## src/hw/rtl/assert_macros.svh

```systemverilog
// Concurrent assertion helpers shared by the RTL.
`ifndef ASSERT_MACROS_SVH
`define ASSERT_MACROS_SVH

// Check prop on every clk edge outside reset.
`define ASSERT_RST(label, clk, rst, prop, msg) \
   label: assert property (@(posedge clk) disable iff (rst) prop) else $error(msg);

// Check prop on every clk edge, reset included.
`define ASSERT_ALL(label, clk, prop, msg) \
   label: assert property (@(posedge clk) prop) else $error(msg);

`endif

```

## src/hw/rtl/mtl_pkg.sv

```systemverilog
`default_nettype none

package mtl_pkg;

   localparam int LENGTH_WIDTH_DEFAULT = 16;
   localparam int NKW = 13;
   localparam logic [3:0] KW_NONE = 4'd13;
   localparam int FIFO_DEPTH = 4;
   localparam int FIFO_PTR_WIDTH = $clog2(FIFO_DEPTH);
   localparam int FIFO_CNT_WIDTH = $clog2(FIFO_DEPTH + 1);

   localparam logic [2:0] CSR_DROP_COMMENTS = 3'd0;

   typedef enum logic [3:0] {
      MODE_IDLE    = 4'd0,
      MODE_SIGN    = 4'd1,
      MODE_INT     = 4'd2,
      MODE_FLOAT   = 4'd3,
      MODE_STRING  = 4'd4,
      MODE_IDENT   = 4'd5,
      MODE_SLASH   = 4'd6,
      MODE_COMMENT = 4'd7
   } mode_type;

   typedef enum logic [3:0] {
      KIND_END     = 4'd0,
      KIND_INVALID = 4'd1,
      KIND_INT     = 4'd2,
      KIND_FLOAT   = 4'd3,
      KIND_STR     = 4'd4,
      KIND_KEYWORD = 4'd5,
      KIND_BRACEL  = 4'd6,
      KIND_BRACER  = 4'd7,
      KIND_PARENL  = 4'd8,
      KIND_PARENR  = 4'd9,
      KIND_COMMENT = 4'd10
   } kind_type;

   typedef struct packed {
      logic        last;
      kind_type    kind;
      logic [3:0]  keyword_id;
      logic [15:0] token_length;
      logic [31:0] int_value;
      logic        int_overflow;
   } token_type;

   typedef struct packed {
      logic [1:0] count;
      token_type  tok0;
      token_type  tok1;
   } push_type;

   function automatic token_type tok_make(kind_type kind, logic [3:0] kw, logic [15:0] len,
                                          logic [31:0] val, logic ovf);
      token_type t;
      t.last = 1'b0;
      t.kind = kind;
      t.keyword_id = kw;
      t.token_length = len;
      t.int_value = val;
      t.int_overflow = ovf;
      return t;
   endfunction

   function automatic logic [3:0] kw_len(logic [3:0] k);
      logic [3:0] n;
      case (k)
         4'd0: n = 4'd10;
         4'd1: n = 4'd11;
         4'd2: n = 4'd9;
         4'd3: n = 4'd9;
         4'd4: n = 4'd6;
         4'd5: n = 4'd4;
         4'd6: n = 4'd6;
         4'd7: n = 4'd8;
         4'd8: n = 4'd4;
         4'd9: n = 4'd7;
         4'd10: n = 4'd3;
         4'd11: n = 4'd10;
         4'd12: n = 4'd6;
         default: n = 4'd0;
      endcase
      return n;
   endfunction

   function automatic logic [7:0] kw_char(logic [3:0] k, logic [3:0] p);
      logic [127:0] t;
      logic [3:0]   idx;
      case (k)
         4'd0: t = 128'("MD5Version");
         4'd1: t = 128'("commandline");
         4'd2: t = 128'("numJoints");
         4'd3: t = 128'("numMeshes");
         4'd4: t = 128'("joints");
         4'd5: t = 128'("mesh");
         4'd6: t = 128'("shader");
         4'd7: t = 128'("numverts");
         4'd8: t = 128'("vert");
         4'd9: t = 128'("numtris");
         4'd10: t = 128'("tri");
         4'd11: t = 128'("numweights");
         4'd12: t = 128'("weight");
         default: t = '0;
      endcase
      idx = kw_len(k) - 4'd1 - p;
      return t[{idx, 3'b000} +: 8];
   endfunction

endpackage

`default_nettype wire

```

## src/hw/rtl/mtl_csr.sv

```systemverilog
`default_nettype none

module mtl_csr (
   input  wire logic        clock,
   input  wire logic        reset,
   input  wire logic        csr_psel,
   input  wire logic        csr_penable,
   input  wire logic        csr_pwrite,
   input  wire logic [2:0]  csr_paddr,
   input  wire logic [31:0] csr_pwdata,
   output logic [31:0]      csr_prdata,
   output logic             csr_pready,
   output logic             drop_comments
);

   logic drop_ff;
   logic drop_in;

   assign csr_pready = 1'b1;

   always_comb begin
      drop_in = drop_ff;
      if (csr_psel && csr_penable && csr_pwrite && csr_paddr == mtl_pkg::CSR_DROP_COMMENTS) begin
         drop_in = csr_pwdata[0];
      end
   end

   always_ff @(posedge clock) begin
      if (reset) begin
         drop_ff <= 1'b1;
      end else begin
         drop_ff <= drop_in;
      end
   end

   always_comb begin
      csr_prdata = '0;
      if (csr_paddr == mtl_pkg::CSR_DROP_COMMENTS) begin
         csr_prdata = {31'd0, drop_ff};
      end
   end

   assign drop_comments = drop_ff;

endmodule

`default_nettype wire

```

## src/hw/rtl/mtl_core.sv

```systemverilog
`default_nettype none
`include "assert_macros.svh"

module mtl_core #(
   parameter int LENGTH_WIDTH = mtl_pkg::LENGTH_WIDTH_DEFAULT
) (
   input  wire logic       clock,
   input  wire logic       reset,
   input  wire logic       req_valid,
   output logic            req_ready,
   input  wire logic [7:0] req_ch,
   input  wire logic       req_at_end,
   input  wire logic       drop_comments,
   input  wire logic       fifo_room,
   output mtl_pkg::push_type push
);

   logic [7:0]               ch_ff;
   logic                     at_end_ff;
   logic                     valid_ff;
   logic                     valid_in;
   mtl_pkg::mode_type        mode_ff, mode_in;
   logic                     neg_ff, neg_in;
   logic [LENGTH_WIDTH-1:0]  len_ff, len_in;
   logic [31:0]              accum_ff, accum_in;
   logic                     sat_ff, sat_in;
   logic [mtl_pkg::NKW-1:0]  cand_ff, cand_in;

   logic                     adv;
   logic                     is_dig, is_alp, is_ws;
   logic [LENGTH_WIDTH-1:0]  len_grow;
   logic [15:0]              len16;
   logic [35:0]              dig_sum;
   logic [32:0]              lim;
   logic                     sat_hit;
   logic [31:0]              add_accum;
   logic [mtl_pkg::NKW-1:0]  cand_filt, bg_filt;
   logic [3:0]               kw_hit;

   logic                     fl_valid;
   mtl_pkg::token_type       fl_tok;
   logic                     bg_valid;
   mtl_pkg::token_type       bg_tok;
   mtl_pkg::mode_type        bg_mode;
   logic                     bg_neg;
   logic [LENGTH_WIDTH-1:0]  bg_len;
   logic [31:0]              bg_accum;
   logic [mtl_pkg::NKW-1:0]  bg_cand;

   logic                     take_fl, restart, sk_valid;
   mtl_pkg::token_type       sk_tok;

   assign adv = valid_ff && fifo_room;
   assign req_ready = !valid_ff || fifo_room;
   assign valid_in = (req_valid && req_ready) ? 1'b1 : (adv ? 1'b0 : valid_ff);

   assign is_dig = ch_ff >= "0" && ch_ff <= "9";
   assign is_alp = (ch_ff >= "a" && ch_ff <= "z") || (ch_ff >= "A" && ch_ff <= "Z");
   assign is_ws = ch_ff == " " || ch_ff == 8'h0A || ch_ff == 8'h09 || ch_ff == 8'h0D;
   assign len_grow = (len_ff == '1) ? len_ff : len_ff + 1'b1;

   generate
      if (LENGTH_WIDTH > 16) begin : g_len_sat
         assign len16 = (len_ff[LENGTH_WIDTH-1:16] != '0) ? 16'hFFFF : len_ff[15:0];
      end else begin : g_len_ext
         assign len16 = 16'(len_ff);
      end
   endgenerate

   assign lim = neg_ff ? 33'h0_8000_0000 : 33'h0_7FFF_FFFF;
   assign dig_sum = ({4'd0, accum_ff} << 3) + ({4'd0, accum_ff} << 1) + {32'd0, ch_ff[3:0]};
   assign sat_hit = dig_sum > {3'd0, lim};
   assign add_accum = sat_hit ? lim[31:0] : dig_sum[31:0];

   always_comb begin
      for (int k = 0; k < mtl_pkg::NKW; k++) begin
         cand_filt[k] = cand_ff[k] && (len_ff < LENGTH_WIDTH'(mtl_pkg::kw_len(4'(k))))
            && (mtl_pkg::kw_char(4'(k), len_ff[3:0]) == ch_ff);
         bg_filt[k] = mtl_pkg::kw_char(4'(k), 4'd0) == ch_ff;
      end
      kw_hit = mtl_pkg::KW_NONE;
      for (int k = mtl_pkg::NKW - 1; k >= 0; k--) begin
         if (cand_ff[k] && len_ff == LENGTH_WIDTH'(mtl_pkg::kw_len(4'(k)))) begin
            kw_hit = 4'(k);
         end
      end
   end

   // token ended by lookahead, by a comment's newline or by end of file
   always_comb begin
      fl_valid = 1'b0;
      fl_tok = mtl_pkg::tok_make(mtl_pkg::KIND_END, mtl_pkg::KW_NONE, 16'd0, 32'd0, 1'b0);
      case (mode_ff)
         mtl_pkg::MODE_SIGN, mtl_pkg::MODE_SLASH, mtl_pkg::MODE_STRING: begin
            fl_valid = 1'b1;
            fl_tok = mtl_pkg::tok_make(mtl_pkg::KIND_INVALID, mtl_pkg::KW_NONE, len16,
                                       32'd0, 1'b0);
         end
         mtl_pkg::MODE_INT: begin
            fl_valid = 1'b1;
            fl_tok = mtl_pkg::tok_make(mtl_pkg::KIND_INT, mtl_pkg::KW_NONE, len16,
                                       neg_ff ? (32'd0 - accum_ff) : accum_ff, sat_ff);
         end
         mtl_pkg::MODE_FLOAT: begin
            fl_valid = 1'b1;
            fl_tok = mtl_pkg::tok_make(mtl_pkg::KIND_FLOAT, mtl_pkg::KW_NONE, len16,
                                       32'd0, 1'b0);
         end
         mtl_pkg::MODE_IDENT: begin
            fl_valid = 1'b1;
            fl_tok = mtl_pkg::tok_make((kw_hit == mtl_pkg::KW_NONE) ? mtl_pkg::KIND_STR
                                       : mtl_pkg::KIND_KEYWORD, kw_hit, len16, 32'd0, 1'b0);
         end
         mtl_pkg::MODE_COMMENT: begin
            fl_valid = !drop_comments;
            fl_tok = mtl_pkg::tok_make(mtl_pkg::KIND_COMMENT, mtl_pkg::KW_NONE, len16,
                                       32'd0, 1'b0);
         end
         default: begin
            fl_valid = 1'b0;
         end
      endcase
   end

   // start of a new token from the current character
   always_comb begin
      bg_mode = mtl_pkg::MODE_IDLE;
      bg_neg = 1'b0;
      bg_len = '0;
      bg_accum = '0;
      bg_cand = '1;
      bg_valid = 1'b0;
      bg_tok = mtl_pkg::tok_make(mtl_pkg::KIND_INVALID, mtl_pkg::KW_NONE, 16'd1, 32'd0, 1'b0);
      if (is_ws) begin
         bg_mode = mtl_pkg::MODE_IDLE;
      end else if (ch_ff == "-" || ch_ff == "+") begin
         bg_mode = mtl_pkg::MODE_SIGN;
         bg_neg = ch_ff == "-";
         bg_len = LENGTH_WIDTH'(1);
      end else if (ch_ff == ".") begin
         bg_mode = mtl_pkg::MODE_FLOAT;
         bg_len = LENGTH_WIDTH'(1);
      end else if (is_dig) begin
         bg_mode = mtl_pkg::MODE_INT;
         bg_len = LENGTH_WIDTH'(1);
         bg_accum = {28'd0, ch_ff[3:0]};
      end else if (ch_ff == 8'h22) begin
         bg_mode = mtl_pkg::MODE_STRING;
      end else if (ch_ff == "{") begin
         bg_valid = 1'b1;
         bg_tok = mtl_pkg::tok_make(mtl_pkg::KIND_BRACEL, mtl_pkg::KW_NONE, 16'd0, 32'd0, 1'b0);
      end else if (ch_ff == "}") begin
         bg_valid = 1'b1;
         bg_tok = mtl_pkg::tok_make(mtl_pkg::KIND_BRACER, mtl_pkg::KW_NONE, 16'd0, 32'd0, 1'b0);
      end else if (ch_ff == "(") begin
         bg_valid = 1'b1;
         bg_tok = mtl_pkg::tok_make(mtl_pkg::KIND_PARENL, mtl_pkg::KW_NONE, 16'd0, 32'd0, 1'b0);
      end else if (ch_ff == ")") begin
         bg_valid = 1'b1;
         bg_tok = mtl_pkg::tok_make(mtl_pkg::KIND_PARENR, mtl_pkg::KW_NONE, 16'd0, 32'd0, 1'b0);
      end else if (is_alp) begin
         bg_mode = mtl_pkg::MODE_IDENT;
         bg_len = LENGTH_WIDTH'(1);
         bg_cand = bg_filt;
      end else if (ch_ff == "/") begin
         bg_mode = mtl_pkg::MODE_SLASH;
         bg_len = LENGTH_WIDTH'(1);
      end else begin
         bg_valid = 1'b1;
      end
   end

   always_comb begin
      mode_in = mode_ff;
      neg_in = neg_ff;
      len_in = len_ff;
      accum_in = accum_ff;
      sat_in = sat_ff;
      cand_in = cand_ff;
      take_fl = 1'b0;
      restart = 1'b0;
      sk_valid = 1'b0;
      sk_tok = mtl_pkg::tok_make(mtl_pkg::KIND_END, mtl_pkg::KW_NONE, 16'd0, 32'd0, 1'b0);

      if (at_end_ff) begin
         take_fl = 1'b1;
         sk_valid = 1'b1;
         mode_in = mtl_pkg::MODE_IDLE;
         neg_in = 1'b0;
         len_in = '0;
         accum_in = '0;
         sat_in = 1'b0;
         cand_in = '1;
      end else begin
         case (mode_ff)
            mtl_pkg::MODE_SIGN: begin
               if (ch_ff == ".") begin
                  mode_in = mtl_pkg::MODE_FLOAT;
                  len_in = len_grow;
               end else if (is_dig) begin
                  mode_in = mtl_pkg::MODE_INT;
                  len_in = len_grow;
                  accum_in = add_accum;
                  sat_in = sat_ff || sat_hit;
               end else begin
                  restart = 1'b1;
               end
            end
            mtl_pkg::MODE_INT: begin
               if (is_dig) begin
                  len_in = len_grow;
                  accum_in = add_accum;
                  sat_in = sat_ff || sat_hit;
               end else if (ch_ff == ".") begin
                  mode_in = mtl_pkg::MODE_FLOAT;
                  len_in = len_grow;
               end else begin
                  restart = 1'b1;
               end
            end
            mtl_pkg::MODE_FLOAT: begin
               if (is_dig) begin
                  len_in = len_grow;
               end else begin
                  restart = 1'b1;
               end
            end
            mtl_pkg::MODE_STRING: begin
               if (ch_ff == 8'h22) begin
                  sk_valid = 1'b1;
                  sk_tok = mtl_pkg::tok_make(mtl_pkg::KIND_STR, mtl_pkg::KW_NONE, len16,
                                             32'd0, 1'b0);
                  mode_in = mtl_pkg::MODE_IDLE;
                  neg_in = 1'b0;
                  len_in = '0;
                  accum_in = '0;
                  sat_in = 1'b0;
                  cand_in = '1;
               end else begin
                  len_in = len_grow;
               end
            end
            mtl_pkg::MODE_IDENT: begin
               if (is_alp || is_dig || ch_ff == "_") begin
                  cand_in = cand_filt;
                  len_in = len_grow;
               end else begin
                  restart = 1'b1;
               end
            end
            mtl_pkg::MODE_SLASH: begin
               if (ch_ff == "/") begin
                  mode_in = mtl_pkg::MODE_COMMENT;
                  len_in = len_grow;
               end else begin
                  restart = 1'b1;
               end
            end
            mtl_pkg::MODE_COMMENT: begin
               if (ch_ff == 8'h0A) begin
                  take_fl = 1'b1;
                  mode_in = mtl_pkg::MODE_IDLE;
                  neg_in = 1'b0;
                  len_in = '0;
                  accum_in = '0;
                  sat_in = 1'b0;
                  cand_in = '1;
               end else begin
                  len_in = len_grow;
               end
            end
            default: begin
               restart = 1'b1;
            end
         endcase
         if (restart) begin
            take_fl = 1'b1;
            sk_valid = bg_valid;
            sk_tok = bg_tok;
            mode_in = bg_mode;
            neg_in = bg_neg;
            len_in = bg_len;
            accum_in = bg_accum;
            sat_in = 1'b0;
            cand_in = bg_cand;
         end
      end
   end

   // pack up to two records, mark the final one
   always_comb begin
      push.count = 2'd0;
      push.tok0 = sk_tok;
      push.tok1 = sk_tok;
      if (take_fl && fl_valid) begin
         push.tok0 = fl_tok;
         push.count = sk_valid ? 2'd2 : 2'd1;
      end else begin
         push.count = sk_valid ? 2'd1 : 2'd0;
      end
      if (push.count == 2'd2) begin
         push.tok1.last = 1'b1;
      end else begin
         push.tok0.last = 1'b1;
      end
      if (!adv) begin
         push.count = 2'd0;
      end
   end

   always_ff @(posedge clock) begin
      if (req_valid && req_ready) begin
         ch_ff <= req_ch;
         at_end_ff <= req_at_end;
      end
   end

   always_ff @(posedge clock) begin
      if (reset) begin
         valid_ff <= 1'b0;
         mode_ff <= mtl_pkg::MODE_IDLE;
         neg_ff <= 1'b0;
         len_ff <= '0;
         accum_ff <= '0;
         sat_ff <= 1'b0;
         cand_ff <= '1;
      end else begin
         valid_ff <= valid_in;
         if (adv) begin
            mode_ff <= mode_in;
            neg_ff <= neg_in;
            len_ff <= len_in;
            accum_ff <= accum_in;
            sat_ff <= sat_in;
            cand_ff <= cand_in;
         end
      end
   end

   `ASSERT_RST(a_end_emits, clock, reset, (adv && at_end_ff) |-> (push.count != 2'd0), "end of file beat produced no record")
   `ASSERT_RST(a_end_idles, clock, reset, (adv && at_end_ff) |=> (mode_ff == mtl_pkg::MODE_IDLE && len_ff == '0), "lexer not idle after end of file")
   `ASSERT_RST(a_accum_range, clock, reset, (accum_ff <= 32'h8000_0000), "integer magnitude above saturation limit")

endmodule

`default_nettype wire

```

## src/hw/rtl/mtl_fifo.sv

```systemverilog
`default_nettype none
`include "assert_macros.svh"

module mtl_fifo (
   input  wire logic              clock,
   input  wire logic              reset,
   input  wire mtl_pkg::push_type push,
   output logic                   room,
   output logic                   out_valid,
   input  wire logic              out_ready,
   output mtl_pkg::token_type     head
);

   mtl_pkg::token_type                   mem [mtl_pkg::FIFO_DEPTH];
   logic [mtl_pkg::FIFO_PTR_WIDTH-1:0]   wr_ff, wr_in, rd_ff, rd_in;
   logic [mtl_pkg::FIFO_CNT_WIDTH-1:0]   count_ff, count_in;
   logic                                 pop;

   assign out_valid = count_ff != '0;
   assign pop = out_valid && out_ready;
   assign room = count_ff <= mtl_pkg::FIFO_CNT_WIDTH'(mtl_pkg::FIFO_DEPTH - 2);
   assign head = mem[rd_ff];

   assign wr_in = wr_ff + mtl_pkg::FIFO_PTR_WIDTH'(push.count);
   assign rd_in = rd_ff + mtl_pkg::FIFO_PTR_WIDTH'(pop);
   assign count_in = count_ff + mtl_pkg::FIFO_CNT_WIDTH'(push.count)
                     - mtl_pkg::FIFO_CNT_WIDTH'(pop);

   always_ff @(posedge clock) begin
      if (push.count != 2'd0) begin
         mem[wr_ff] <= push.tok0;
      end
      if (push.count == 2'd2) begin
         mem[wr_ff + 1'b1] <= push.tok1;
      end
   end

   always_ff @(posedge clock) begin
      if (reset) begin
         wr_ff <= '0;
         rd_ff <= '0;
         count_ff <= '0;
      end else begin
         wr_ff <= wr_in;
         rd_ff <= rd_in;
         count_ff <= count_in;
      end
   end

   `ASSERT_RST(a_count_bound, clock, reset, (count_ff <= mtl_pkg::FIFO_CNT_WIDTH'(mtl_pkg::FIFO_DEPTH)), "queue count above depth")
   `ASSERT_RST(a_push_room, clock, reset, (push.count != 2'd0) |-> room, "records pushed without room")
   `ASSERT_RST(a_ptr_gap, clock, reset, (wr_ff - rd_ff) == mtl_pkg::FIFO_PTR_WIDTH'(count_ff), "pointers disagree with count")

endmodule

`default_nettype wire

```

## src/hw/rtl/mesh_text_lexer.sv

```systemverilog
// Streaming tokenizer for mesh text files.
// Input channel req_*: one beat per character (req_ch) or an end-of-file
// beat (req_at_end = 1) that flushes the pending token and emits END.
// Result channel rsp_*: one token record per beat; rsp_last marks the
// final record caused by an input beat. A beat yields zero, one or two
// records, since a token ended by lookahead is sent before the record of
// the character that ended it.
// A record is offered once its beat has passed the input register and the
// lexer step into a four-entry result queue; that step waits for room.
// Throughput: one input beat per cycle while the queue holds at most two
// records; the result side drains one record per cycle on rsp_ready.
// A stall on rsp_ready fills the queue and then holds req_ready low.
// CSR: drop_comments at byte address 0 (reset 1); pready is tied high.
// Reset clears the lexer to idle between tokens and empties the queue.
`default_nettype none

module mesh_text_lexer #(
   parameter int LENGTH_WIDTH = mtl_pkg::LENGTH_WIDTH_DEFAULT
) (
   input  wire logic        clock,
   input  wire logic        reset,
   input  wire logic        req_valid,
   output logic             req_ready,
   input  wire logic [7:0]  req_ch,
   input  wire logic        req_at_end,
   output logic             rsp_valid,
   input  wire logic        rsp_ready,
   output logic             rsp_last,
   output logic [3:0]       rsp_token_kind,
   output logic [3:0]       rsp_keyword_id,
   output logic [15:0]      rsp_token_length,
   output logic signed [31:0] rsp_int_value,
   output logic             rsp_int_overflow,
   input  wire logic        csr_psel,
   input  wire logic        csr_penable,
   input  wire logic        csr_pwrite,
   input  wire logic [2:0]  csr_paddr,
   input  wire logic [31:0] csr_pwdata,
   output logic [31:0]      csr_prdata,
   output logic             csr_pready
);

   logic                drop_comments;
   logic                fifo_room;
   mtl_pkg::push_type   push;
   mtl_pkg::token_type  head;

   mtl_csr u_csr (
      .clock         (clock),
      .reset         (reset),
      .csr_psel      (csr_psel),
      .csr_penable   (csr_penable),
      .csr_pwrite    (csr_pwrite),
      .csr_paddr     (csr_paddr),
      .csr_pwdata    (csr_pwdata),
      .csr_prdata    (csr_prdata),
      .csr_pready    (csr_pready),
      .drop_comments (drop_comments)
   );

   mtl_core #(
      .LENGTH_WIDTH (LENGTH_WIDTH)
   ) u_core (
      .clock         (clock),
      .reset         (reset),
      .req_valid     (req_valid),
      .req_ready     (req_ready),
      .req_ch        (req_ch),
      .req_at_end    (req_at_end),
      .drop_comments (drop_comments),
      .fifo_room     (fifo_room),
      .push          (push)
   );

   mtl_fifo u_fifo (
      .clock     (clock),
      .reset     (reset),
      .push      (push),
      .room      (fifo_room),
      .out_valid (rsp_valid),
      .out_ready (rsp_ready),
      .head      (head)
   );

   assign rsp_last = head.last;
   assign rsp_token_kind = head.kind;
   assign rsp_keyword_id = head.keyword_id;
   assign rsp_token_length = head.token_length;
   assign rsp_int_value = head.int_value;
   assign rsp_int_overflow = head.int_overflow;

endmodule

`default_nettype wire
```

## config.mk

```make
export PLATFORM = sky130hd
export DESIGN_NAME = mesh_text_lexer
export DESIGN_NICKNAME = d
export VERILOG_FILES = /design/src/hw/rtl/mtl_pkg.sv /design/src/hw/rtl/mtl_csr.sv /design/src/hw/rtl/mtl_core.sv /design/src/hw/rtl/mtl_fifo.sv /design/src/hw/rtl/mesh_text_lexer.sv
export VERILOG_INCLUDE_DIRS = /design/src /design/src/hw/rtl
export SDC_FILE = /design/constraint.sdc
export NUM_CORES = 1
export LEC_CHECK = 0
export CORE_ASPECT_RATIO = 0.9
export CORE_UTILIZATION = 35
export CTS_CLUSTER_DIAMETER = 200
export DETAILED_ROUTE_END_ITERATION = 10
export DONT_BUFFER_PORTS = 1
export PLACE_DENSITY = 0.57
export SYNTH_ARGS = -nofsm -noshare
export SYNTH_HDL_FRONTEND = slang
export SYNTH_SLANG_ARGS = --single-unit
export TNS_END_PERCENT = 50
```

## constraint.sdc

```tcl
create_clock -name clock -period 14.2 [get_ports clock]
set_input_delay 2.13 -clock clock [delete_from_list [all_inputs] [get_ports clock]]
set_output_delay 2.13 -clock clock [all_outputs]
set_load 0.05 [all_outputs]
```

==> impl_metrics.json <==
{
  "outcome": "completed",
  "port-buffer-count": 0,
  "peakVddDrop_mv": 0.0939,
  "relSlewSlack_pct": 19.2,
  "start_util_pct": 35.6,
  "post-dp-hpwl_mm": 41.6,
  "critical_path.top_delay_family": "simple AND/OR/NAND/NOR gates",
  "p_seq_share_pct": 39.6,
  "yosys.area.top_type": "dfxtp_1",
  "cp-start-kind": "register",
  "insertion_delay_ns": 0.55,
  "hp-class": "register to register",
  "synth_top_area_share_pct": 21.9,
  "tns_ns": 0,
  "avgSynthCellArea_um2": 8.90,
  "tritoncts": "yes",
  "die_w_um": 257,
  "fmax_mhz": 140,
  "areaGrowthSynthToFinish_pct": 8.05,
  "synth_cells": 2296,
  "fp-row-count": 83,
  "cp.arrival_ns": 7.62,
  "cts_made_buffers": 37,
  "gr-total-overflow": 0,
  "ctsResizeCount": 0,
  "clk_path_buf_depth": 3,
  "required_ns": 14.66,
  "ys_seq_area_share_pct": 35.5,
  "hold_ws_ns": 0.450,
  "grt_pass1_vias": 16500,
  "synth_cell_types": 102,
  "final_common_cell": "nand2_1",
  "antenna_found_initial": 0,
  "finalCriticalPeriod_ns": 7.16,
  "hold_viol_final": 0,
  "endpoint_kind": "register",
  "fin_skew_ns": 0.0275,
  "via_per_inst": 5.78,
  "cts.repair_timing.setup_buffer_count": 0,
  "vias": 17300,
  "die_h_um": 231,
  "cts-root-buf": "clkbuf_16",
  "synth_area_leaders": "dfxtp_1 22%, edfxtp_1 14%, ha_1 7.6%",
  "clock_tree.htree_level_count": 2,
  "drive_gt1_share_pct": 9.59,
  "slew_violations": 0,
  "crit_chain": "buf_4, fa_1, fa_1, a211oi_2, o211ai_1, a31o_2, o31ai_1, o21ai_0, a21o_1, a21oi_1, xnor2_1, ha_1, and2_0, nand4_1, or3b_1, mux2_2, o21ai_2, o311ai_2, nor4_4, and3b_1, nand2_1, a31oi_1",
  "p_switching_mw": 0.876,
  "pin_count": 144,
  "core_mm2": 0.0573,
  "setup_viol": 0,
  "critPathBufInv": 1,
  "wl_per_cell_um": 20.1,
  "diodes": 0,
  "dieArea_mm2": 0.0593,
  "final_cell_mix": "290 x nand2_1, 220 x dfxtp_1, 159 x o21ai_0",
  "cap_violations": 0,
  "path_class": "register to register",
  "yosys_most_used_dff": "dfxtp_1",
  "async_flop_share_pct": 0,
  "internal_power_mw": 1.75,
  "synth_edf_count": 93,
  "slowest_delay_ns": 0.90,
  "p_comb_share_pct": 23.6,
  "swShare_pct": 33.3,
  "antenna_left": 0,
  "clkTransAtPathRegs_ns": 0.06,
  "rsz0062_at_grt": "no",
  "drtIter0Drc": 1547,
  "slowest_stage": "and3b_1",
  "grtUsageTotal_pct": 19.8,
  "ys_warn_count": 0,
  "wirelength_mm": 60.2,
  "layout.nets": 2382,
  "firstDrtPassIters": 5,
  "p_leak_nw": 8.23,
  "finalWeightedCongestion": 0.924,
  "grt_start_max_net_pins": 73,
  "cts_hold_buf": 0,
  "route.detailed.drc": 0,
  "cp_common_cell": "fa_1",
  "critPathMaxFanout": 34,
  "clock-sinks": 316,
  "grt_pass1_wl_mm": 94.3,
  "tightest_slew_ns": 1.20,
  "fin_crit_sh_pct": 50.4,
  "ys_ff_latch": 316,
  "synth_area_mm2": 0.0204,
  "pwr-share-clk_pct": 36.8,
  "power_density_mw_per_mm2": 119
}
==> path summary, 6_finish.rpt <==
check,start,slack [ns],cells after the start,endpoint
setup / recovery,u_core.ch_ff[3],7.04,22,u_core.accum_ff[14]
hold / removal,u_fifo.mem[2][28],0.45,2,u_fifo.mem[2][28]
setup reg to reg,u_core.ch_ff[3],7.04,22,u_core.accum_ff[14]
hold reg to reg,u_fifo.mem[2][28],0.45,2,u_fifo.mem[2][28]
==> cell type report <==
type	count	area, um^2
Sequential cell	316	7260
Timing Repair Buffer	29	218
Tap cell	765	957
Fill cell	5777	35200
Clock inverter	12	125
Multi-Input combinational cell	1780	12300
Clock buffer	54	1110
Inverter	40	150
==> synth_stat cells (55+ instances only) <==
cell,number
nand2_1,290
dfxtp_1,223
o21ai_0,159
nor2_1,147
a21oi_1,138
ha_1,124
clkbuf_1,120
edfxtp_1,93
and2_1,72
a22o_1,70
xnor2_1,67
mux4_2,58
a31oi_1,55
==> stage by stage <==
| stage | util [%] | cell area (um^2) | total power, mW | cells | setup WS (ns) |
|---|---|---|---|---|---|
| floorplan | - | 20500 | 1.55 | 2326 | 8.85 |
| global placement | 36.4 | 20800 | 1.67 | 2930 | 7.24 |
| detailed placement | 36.4 | 20800 | 1.68 | 2930 | 7.08 |
| CTS | 38.5 | 22100 | 2.65 | 2996 | 7.05 |
| global route | 38.5 | 22100 | 2.74 | 2996 | 6.62 |
| finish | 38.5 | 22100 | 2.63 | 2996 | 7.04 |
==> cell families (layout without fill, tap and decap cells) <==
family,Yosys count,after routing,synth area share (%)
buffers and inverters,230,135,5.21
muxes,75,75,7.24
AOI/OAI and AO/OA,636,636,20.2
and+or+nand+nor,798,798,19.1
adders and majority gates,127,127,7.89
other,2,32,0.0368
xor gates and xnor gates,112,112,4.80
DFF,316,316,35.5
==> sequential cells by signal, summed over array words and instances (netlist names), 2 cells and up <==
| signal | cells |
|---|---|
| u_core.accum_ff | 32 |
| u_core.len16 | 16 |
| u_fifo.mem | 232 |
| u_fifo.rd_ff | 2 |
| u_fifo.count_ff | 3 |
| u_fifo.wr_ff | 2 |
| u_core.cand_ff | 13 |
| u_core.mode_ff | 3 |
| u_core.ch_ff | 8 |
==> metal layers <==
layer | routed length, um | global-route usage [%]
met1 | 27800 | 27.7
met5 | 0 | 0
met3 | 4910 | 4.35
met2 | 26200 | 30.4
met4 | 1340 | 5.73
==> power groups by stage <==
stage | logic (mW) | registers, mW | clock network, mW
after detailed placement | 0.620 | 1.06 | 0
after floorplan | 0.539 | 1.01 | 0
after global routing | 0.662 | 1.05 | 1.02
after CTS | 0.621 | 1.04 | 0.986
after global placement | 0.614 | 1.06 | 0
final | 0.621 | 1.04 | 0.967
==> worst reg2reg max path: cells and delay by family, from the launching register on <==
kind / cells / cell delay, ns
compound gates: 10 / 2.08
xor+xnor: 1 / 0.11
fa+ha+maj: 3 / 1.37
buf+inv: 1 / 0.41
flops: 1 / 0.33
mux: 1 / 0.29
simple gates: 6 / 2.50
Note: power is estimated with default switching activity, not from simulation.
